===== src/sldf_pkg.sv =====
// shared types and constants of the framed byte-stream deframer
// no dependencies; imported by the core and by its checker
`default_nettype none

package sldf_pkg;

   // frame geometry
   localparam int unsigned HEADER_BYTES = 12;
   localparam int unsigned LENGTH_BYTES = 2;
   localparam int unsigned LEN_FIRST    = HEADER_BYTES - LENGTH_BYTES;

   // field widths
   localparam int unsigned BYTE_W  = 8;
   localparam int unsigned POS_W   = 16;
   localparam int unsigned KIND_W  = 2;
   localparam int unsigned RSP_W   = 48;
   localparam logic [7:0]  START_BYTE_RESET = 8'd35;

   // header counter limits at the counter width
   localparam logic [POS_W-1:0] HDR_LAST  = POS_W'(HEADER_BYTES - 1);
   localparam logic [POS_W-1:0] LEN_START = POS_W'(LEN_FIRST);
   localparam logic [POS_W-1:0] HDR_FIRST = POS_W'(2);

   typedef enum logic [1:0] {
      PH_HUNT    = 2'd0,
      PH_HEADER  = 2'd1,
      PH_PAYLOAD = 2'd2,
      PH_CHECK   = 2'd3
   } phase_type;

   typedef enum logic [KIND_W-1:0] {
      KIND_HEADER  = 2'd0,
      KIND_PAYLOAD = 2'd1,
      KIND_END     = 2'd2
   } kind_type;

endpackage

`default_nettype wire


===== src/sync_length_frame_deframer_bcc_core.sv =====
// a result is registered and appears on rsp_tvalid in the cycle after its byte is accepted
// throughput: one byte per cycle; req_tready stays high while the result
// register is empty or being emptied, so only rsp_tready stalls the input
// hunt bytes and start bytes give no result transaction
// reset (synchronous, active high): hunt phase, counters and xor cleared,
// start byte back to 35, result register empty
`default_nettype none

module sync_length_frame_deframer_bcc_core (
   input  wire logic        clock,
   input  wire logic        reset,
   // configuration write: start byte
   input  wire logic        csr_valid,
   output logic             csr_ready,
   input  wire logic [7:0]  csr_data,
   // received bytes; tdata: rx_byte[7:0]
   input  wire logic        req_tvalid,
   output logic             req_tready,
   input  wire logic [7:0]  req_tdata,
   // results
   output logic             rsp_tvalid,
   input  wire logic        rsp_tready,
   // tdata: data_byte[7:0], offset[23:8], check_ok[24], payload_length[40:25], zero[47:41]
   output logic [47:0]      rsp_tdata,
   // tuser: kind[1:0]
   output logic [1:0]       rsp_tuser
);
   import sldf_pkg::*;

   // state
   phase_type          phase_ff, phase_in;
   logic               start_seen_ff, start_seen_in;
   logic [POS_W-1:0]   position_ff, position_in;
   logic [POS_W-1:0]   length_ff, length_in;
   logic [BYTE_W-1:0]  xor_ff, xor_in;
   logic [BYTE_W-1:0]  start_byte_ff;

   // result register
   logic               rsp_valid_ff, rsp_valid_in;
   kind_type           kind_ff, kind_in;
   logic [BYTE_W-1:0]  data_ff, data_in;
   logic [POS_W-1:0]   offset_ff, offset_in;
   logic               ok_ff, ok_in;
   logic [POS_W-1:0]   len_out_ff, len_out_in;

   logic               accept;
   logic               produce;
   logic [BYTE_W-1:0]  rx_byte;
   logic [POS_W-1:0]   len_rel;
   logic [POS_W:0]     pay_next;

   assign csr_ready  = 1'b1;
   assign req_tready = ~rsp_valid_ff | rsp_tready;
   assign accept     = req_tvalid & req_tready;
   assign rx_byte    = req_tdata;
   assign len_rel    = position_ff - LEN_START;
   assign pay_next   = {1'b0, position_ff} + {{POS_W{1'b0}}, 1'b1};

   // next state and result for the byte in flight
   always_comb begin
      phase_in      = phase_ff;
      start_seen_in = start_seen_ff;
      position_in   = position_ff;
      length_in     = length_ff;
      xor_in        = xor_ff;
      produce       = 1'b0;
      kind_in       = KIND_HEADER;
      data_in       = rx_byte;
      offset_in     = position_ff;
      ok_in         = 1'b0;
      len_out_in    = length_ff;
      unique case (phase_ff)
         PH_HUNT: begin
            if (rx_byte == start_byte_ff) begin
               if (start_seen_ff) begin
                  start_seen_in = 1'b0;
                  phase_in      = PH_HEADER;
                  position_in   = HDR_FIRST;
                  length_in     = '0;
                  xor_in        = '0;
               end else begin
                  start_seen_in = 1'b1;
               end
            end else begin
               start_seen_in = 1'b0;
            end
         end
         PH_HEADER: begin
            produce = 1'b1;
            xor_in  = xor_ff ^ rx_byte;
            // little-endian length bytes at the end of the header
            if (position_ff >= LEN_START) begin
               if (len_rel[0]) begin
                  length_in = length_ff | {rx_byte, 8'h00};
               end else begin
                  length_in = length_ff | {8'h00, rx_byte};
               end
            end
            kind_in    = KIND_HEADER;
            len_out_in = length_in;
            if (position_ff >= HDR_LAST) begin
               position_in = '0;
               phase_in    = (length_in == '0) ? PH_CHECK : PH_PAYLOAD;
            end else begin
               position_in = pay_next[POS_W-1:0];
            end
         end
         PH_PAYLOAD: begin
            produce = 1'b1;
            xor_in  = xor_ff ^ rx_byte;
            kind_in = KIND_PAYLOAD;
            if (pay_next >= {1'b0, length_ff}) begin
               position_in = '0;
               phase_in    = PH_CHECK;
            end else begin
               position_in = pay_next[POS_W-1:0];
            end
         end
         PH_CHECK: begin
            produce       = 1'b1;
            kind_in       = KIND_END;
            offset_in     = '0;
            ok_in         = (xor_ff == rx_byte);
            phase_in      = PH_HUNT;
            start_seen_in = 1'b0;
            position_in   = '0;
            xor_in        = '0;
         end
      endcase
   end

   // result register occupancy
   always_comb begin
      if (accept) begin
         rsp_valid_in = produce;
      end else begin
         rsp_valid_in = rsp_valid_ff & ~rsp_tready;
      end
   end

   // control state
   always_ff @(posedge clock) begin
      if (reset) begin
         phase_ff      <= PH_HUNT;
         start_seen_ff <= 1'b0;
         position_ff   <= '0;
         length_ff     <= '0;
         xor_ff        <= '0;
         start_byte_ff <= START_BYTE_RESET;
         rsp_valid_ff  <= 1'b0;
      end else begin
         rsp_valid_ff <= rsp_valid_in;
         if (accept) begin
            phase_ff      <= phase_in;
            start_seen_ff <= start_seen_in;
            position_ff   <= position_in;
            length_ff     <= length_in;
            xor_ff        <= xor_in;
         end
         if (csr_valid & csr_ready) begin
            start_byte_ff <= csr_data;
         end
      end
   end

   // result payload
   always_ff @(posedge clock) begin
      if (accept & produce) begin
         kind_ff    <= kind_in;
         data_ff    <= data_in;
         offset_ff  <= offset_in;
         ok_ff      <= ok_in;
         len_out_ff <= len_out_in;
      end
   end

   assign rsp_tvalid = rsp_valid_ff;
   assign rsp_tuser  = kind_ff;
   assign rsp_tdata  = {7'd0, len_out_ff, ok_ff, offset_ff, data_ff};

endmodule

`default_nettype wire


===== config.mk =====
export PLATFORM = sky130hd
export DESIGN_NAME = sync_length_frame_deframer_bcc_core
export DESIGN_NICKNAME = d
export VERILOG_FILES = /design/src/sldf_pkg.sv /design/src/sync_length_frame_deframer_bcc_core.sv
export SDC_FILE = /design/constraint.sdc
export NUM_CORES = 1
export LEC_CHECK = 0
export BUFFER_PORTS_ARGS = -buffer_cell sky130_fd_sc_hd__buf_4
export CORE_MARGIN = 2
export CORE_UTILIZATION = 35
export CTS_CLUSTER_SIZE = 20
export DETAILED_ROUTE_END_ITERATION = 10
export SYNTH_ARGS = -nofsm -noshare
export SYNTH_HDL_FRONTEND = slang
export SYNTH_SLANG_ARGS = --single-unit

===== constraint.sdc =====
create_clock -name clock -period 5.19 [get_ports clock]
set_input_delay 0.2595 -clock clock [delete_from_list [all_inputs] [get_ports clock]]
set_output_delay 0.2595 -clock clock [all_outputs]
set_load 0.05 [all_outputs]

* Word-level counts from Yosys, hierarchy flattened
Cells that the tools add are included.
Cells by class: $add $sub $neg 2, order comparisons 3, equality and inequality tests 9, multiplexer cells 27, bitwise operators 9, reduce and logical (&&, ||, !) cells 10
Operators with widths (count):
- $mux 16 | 10
- $pmux 16 s4 | 1
- $ge 16x4->1 const B | 2
- $pmux 16 s2 | 1
- $pmux 8 s3 | 1
- $add 16x1->17 const B | 1
- $ge 17x16->1 | 1
- $eq 8x8->1 | 2
- $logic_not 16->1 | 1
- $mux 8 | 2
- $or 16x16->16 | 1
- $or 16x8->16 | 1
- $mux 2 | 4
- $ne 2x2->1 const B | 4
- $pmux 2 s4 | 1
- $xor 8x8->8 | 1
- $mux 1 | 5
- $reduce_and 5->1 | 1
- $eq 2x2->1 const B | 2
- $pmux 2 s2 | 1
- $reduce_and 4->1 | 1
- $reduce_bool 2->1 | 2
- $and 1x1->1 | 3
- $reduce_and 3->1 | 1
- other kinds (9) | 10
Word-level totals: flip-flop bits (word level) 95, output and inout port bits 53, logic and storage cells 72

* Longest topological paths before layout
word-level depth 8, depth in mapped cells 15, mapped depth without buffers 13

* Worst setup path before layout
OpenSTA, ideal clock, no wires.
path kind reg2reg, from reg position_ff[0], to reg phase_ff[0], setup time 133 ps, arrival time 2694 ps, data required time 5057 ps, path slack 2363 ps, cell stages (with the launch flop) 14, buffers on the path 0, path through dfxtp_1 ha_1 nand3_4 nor2_4 nor2b_1 or2_2 ha_1 nand4_1 nor2_1 o211ai_1 a31oi_1 o211ai_2 a2111oi_2 a211oi_1
On the way: cells in the longest elaborated chain, start to end 8, elaborated cells on any way between the ends 15
Ends and longest elaborated chain:
- start: declaration | line sync_length_frame_deframer_bcc_core.sv:33 | logic [POS_W-1:0] position_ff, position_in;
- start signal: assignment | line sync_length_frame_deframer_bcc_core.sv:156 | position_ff <= position_in;
- parallel branches: the longest is 8 deep, another holds $add 16x1->17
- end signal: assignment | line sync_length_frame_deframer_bcc_core.sv:154 | phase_ff <= phase_in;
- end: declaration | line sync_length_frame_deframer_bcc_core.sv:31 | phase_type phase_ff, phase_in;
Several ways; the timed one is not identified. The select of a mux whose other input is x is not followed. A chain may end at the register's enable or synchronous reset.

* Final worst setup path
from reg position_ff[2], to reg position_ff[1]
On the way: cells in the longest elaborated chain, start to end 4, elaborated cells on any way between the ends 6
Ends and longest elaborated chain:
- $add 16x1->17 | line sync_length_frame_deframer_bcc_core.sv:57 | assign pay_next = {1'b0, position_ff} + {{POS_W{1'b0}}, 1'b1};
- $ge 17x16->1 | line sync_length_frame_deframer_bcc_core.sv:112 | if (pay_next >= {1'b0, length_ff}) begin
- $mux 16 | line sync_length_frame_deframer_bcc_core.sv:112
- $pmux 16 s4 * | line sync_length_frame_deframer_bcc_core.sv:72 | unique case (phase_ff)
Mark *: on every way between the ends. The rest lies on a longest branch, timed or not.

==> results_dict.tcl <==
set metrics [dict create \
    start_util 0.354 \
    core_area_sq_um 13700 \
    preCtsSetupSlack_ns 2.01 \
    finish.utilization 0.415 \
    rsz0062_at_grt "false" \
    antenna_cells 0 \
    whs_endpoint "start_byte_ff[0]$_SDFFE_PP1P_" \
    clock-sinks 95 \
    grt_pass1_wl_mm 17.7 \
    tritoncts "yes" \
    total_power_mw 1.55 \
    via_count 3638 \
    cts_hold_buf 0 \
    gp_congestion 0.873 \
    drc 0 \
    fp.dieArea_sq_um 14800 \
    min_period_ns 3.26 \
    syn_to_final_growth_pct 17.2 \
    setup_violations 0 \
    layout.nets 582 \
    vdd_ir_drop_max_mv 0.134 \
    cts_setup_buffers 0 \
    drv_slew 0 \
    synth_edf_count 43 \
    skew_ns 0.00855 \
    post-route-period-util 0.628 \
    io-pin-count 74 \
    drtIter0Drc 211 \
    slew_headroom 0.535 \
    final_common_cell "buf_4" \
    ant_nets 0 \
    critPathLaunchType "register" \
    clk_latency_ns 0.35 \
    cap_violations 0 \
    drt-vias-per-instance 5.04 \
    die_h_um 122 \
    syn_inst 493 \
    ys_ff_latch 95 \
    ys_warn_count 0 \
    syn_area_sq_um 4860 \
    clock.fmax_ghz 0.307 \
    rrSetupSlack_ns 1.93 \
    drive_above_1_share 0.190 \
    cp.required_ns 5.45 \
    numCtsBuffers 9 \
    hold_start "csr_data[0]" \
    htreeDepth 3 \
    worstPathArrival_ns 3.52 \
    cts_buffer_depth 2 \
    worstSetupPathType "reg2reg" \
    drt_pass1_iterations 6 \
    cts-resized-gates 0 \
    multi_input_area_sq_um 2220 \
    rows 43 \
    leakage_nw 2.34 \
    final_cell_mix "67 x buf_4, 61 x nand2_1, 52 x dfxtp_1, 44 x nor2_1, 43 x edfxtp_1" \
    worstMarginPinSlew_ns 0.697 \
    r2r-end "position_ff[1]$_SDFFE_PP0P_" \
    register_area_sq_um 2330 \
    hold_path_depth 2 \
    die_w_um 122 \
    status "finished clean" \
    rr_worst_depth 13 \
    fillerInstances 1347 \
    grt_max_degree 54 \
    cp_max_fo 16 \
    ys_types 54 \
    worst_slack_ns 1.93 \
    hpwl_mm 7.82 \
    endpoint_kind "register" \
    port_buffers 65 \
    hold_class "in2reg" \
    setup_tns_ns 0 \
    synth.avg_cell_area_sq_um 9.85 \
    antenna_found_initial 0 \
    p_per_area_nw_per_um2 273 \
    routed_wl_mm 11.1 \
    grt_usage 0.155 \
    grt_pass1_vias 3534 \
    overflow 0 \
    clockRootBuffer "clkbuf_16" \
    worstReg2RegStart "position_ff[2]$_SDFFE_PP0P_" \
    wl_per_cell_um 15.3 \
    path_clk_slew_ns 0.07 \
    async_flop_share 0 \
    synthFlopType "dfxtp_1" \
    seq_area_frac_synth 0.480 \
    final_hold_viol_count 0 \
]
-- per-stage QoR --
step,instances,instance area (sq um),hold WS [ns]
6_report,722,5690,0.113
5_1_grt,722,5690,0.113
4_1_cts,722,5690,0.110
3_5_place_dp,706,5370,0.475
3_3_place_gp,706,5370,0.468
2_1_floorplan,499,4880,0.358
-- logic make-up (layout without fill, tap and decap cells) --
kind of cell	count (synthesis)	after routing	synth area share
compound gates	82	82	0.120
xor+xnor	28	28	0.0505
fa+ha+maj	24	24	0.0618
buf+inv	64	107	0.0682
flops	95	95	0.480
mux	6	6	0.0124
other cells	2	8	0.00155
simple gates	192	192	0.206
-- sequential cells by signal, indices dropped and copies added, names as in the netlist --
signal         count
start_seen_ff      1
rsp_tuser          2
offset_ff         16
position_ff       16
length_ff         16
data_ff            8
xor_ff             8
start_byte_ff      8
rsp_tvalid         1
len_out_ff        16
ok_ff              1
phase_ff           2
-- area by class of cell --
| cell class | count | area share |
|---|---|---|
| multi-input combinational | 340 | 0.389 |
| clock buffer | 11 | 0.0464 |
| sequential | 95 | 0.410 |
| tap | 180 | 0.0396 |
| timing repair buffer | 67 | 0.0884 |
| clock inverter | 5 | 0.0108 |
| inverter | 24 | 0.0158 |
-- cell usage after synthesis (2+ instances only) --
master | n | area, sq um
a211o_1 | 3 | 26.3
a211oi_1 | 2 | 15.0
a21oi_1 | 20 | 100
a21oi_2 | 3 | 26.3
a22oi_1 | 16 | 120
a32oi_1 | 8 | 70.1
and2_1 | 5 | 31.3
and3_1 | 5 | 31.3
and3_4 | 2 | 22.5
buf_2 | 13 | 65.1
buf_4 | 10 | 75.1
buf_6 | 5 | 56.3
clkbuf_1 | 12 | 45.0
conb_1 | 2 | 7.51
dfxtp_1 | 52 | 1040
edfxtp_1 | 43 | 1290
ha_1 | 24 | 300
inv_1 | 23 | 86.3
mux2i_1 | 6 | 60.1
nand2_1 | 61 | 229
nand2b_1 | 2 | 12.5
nand3_1 | 6 | 30.0
nand3b_1 | 8 | 60.1
nand4_1 | 7 | 43.8
nor2_1 | 44 | 165
nor2b_1 | 25 | 156
nor3_1 | 2 | 10.0
nor4_1 | 14 | 87.6
o211ai_2 | 3 | 37.5
o21ai_0 | 16 | 80.1
or2_2 | 2 | 12.5
xnor2_1 | 17 | 149
xor2_1 | 11 | 96.3
-- critical path, stage by stage (launching register included) --
cell and delay [ns]:
dfxtp_1 0.48, and3_4 0.28, nand4_1 0.14, nor2_1 0.21, nand2_1 0.09, xnor2_1 0.22, ha_1 0.33, a21oi_1 0.19
nand2_1 0.06, o21ai_0 0.18, a31oi_1 0.19, o21ai_4 0.44, a21oi_1 0.13, a211oi_1 0.21
-- worst max path at each step --
stage                     slack [ns]                        start                     endpoint
final                           1.93  position_ff[2]$_SDFFE_PP0P_  position_ff[1]$_SDFFE_PP0P_
after global routing            1.60  position_ff[2]$_SDFFE_PP0P_  position_ff[1]$_SDFFE_PP0P_
after CTS                       1.98  position_ff[2]$_SDFFE_PP0P_  position_ff[1]$_SDFFE_PP0P_
after detailed placement        2.01  position_ff[2]$_SDFFE_PP0P_  position_ff[1]$_SDFFE_PP0P_
after global placement          2.10  position_ff[0]$_SDFFE_PP0P_  position_ff[1]$_SDFFE_PP0P_
after floorplan                 2.36  position_ff[0]$_SDFFE_PP0P_     phase_ff[0]$_SDFFE_PP0P_
-- where the power goes --
group          switching (mW)  internal (mW)
clock network           0.289          0.418
logic                  0.0433         0.0208
registers             0.00281          0.780
total                   0.335           1.22
-- routing by layer --
metal | share of wire | wire length, um | vias up | global-route usage
met5 | 0 | 0 | - | 0
met4 | 0.022 | 241 | 0 | 0.0639
met2 | 0.49 | 5420 | 101 | 0.263
met3 | 0.043 | 475 | 15 | 0.0272
met1 | 0.44 | 4920 | 1738 | 0.194
li1 | - | - | 1784 | -
Power figures use the tool's default switching activity.
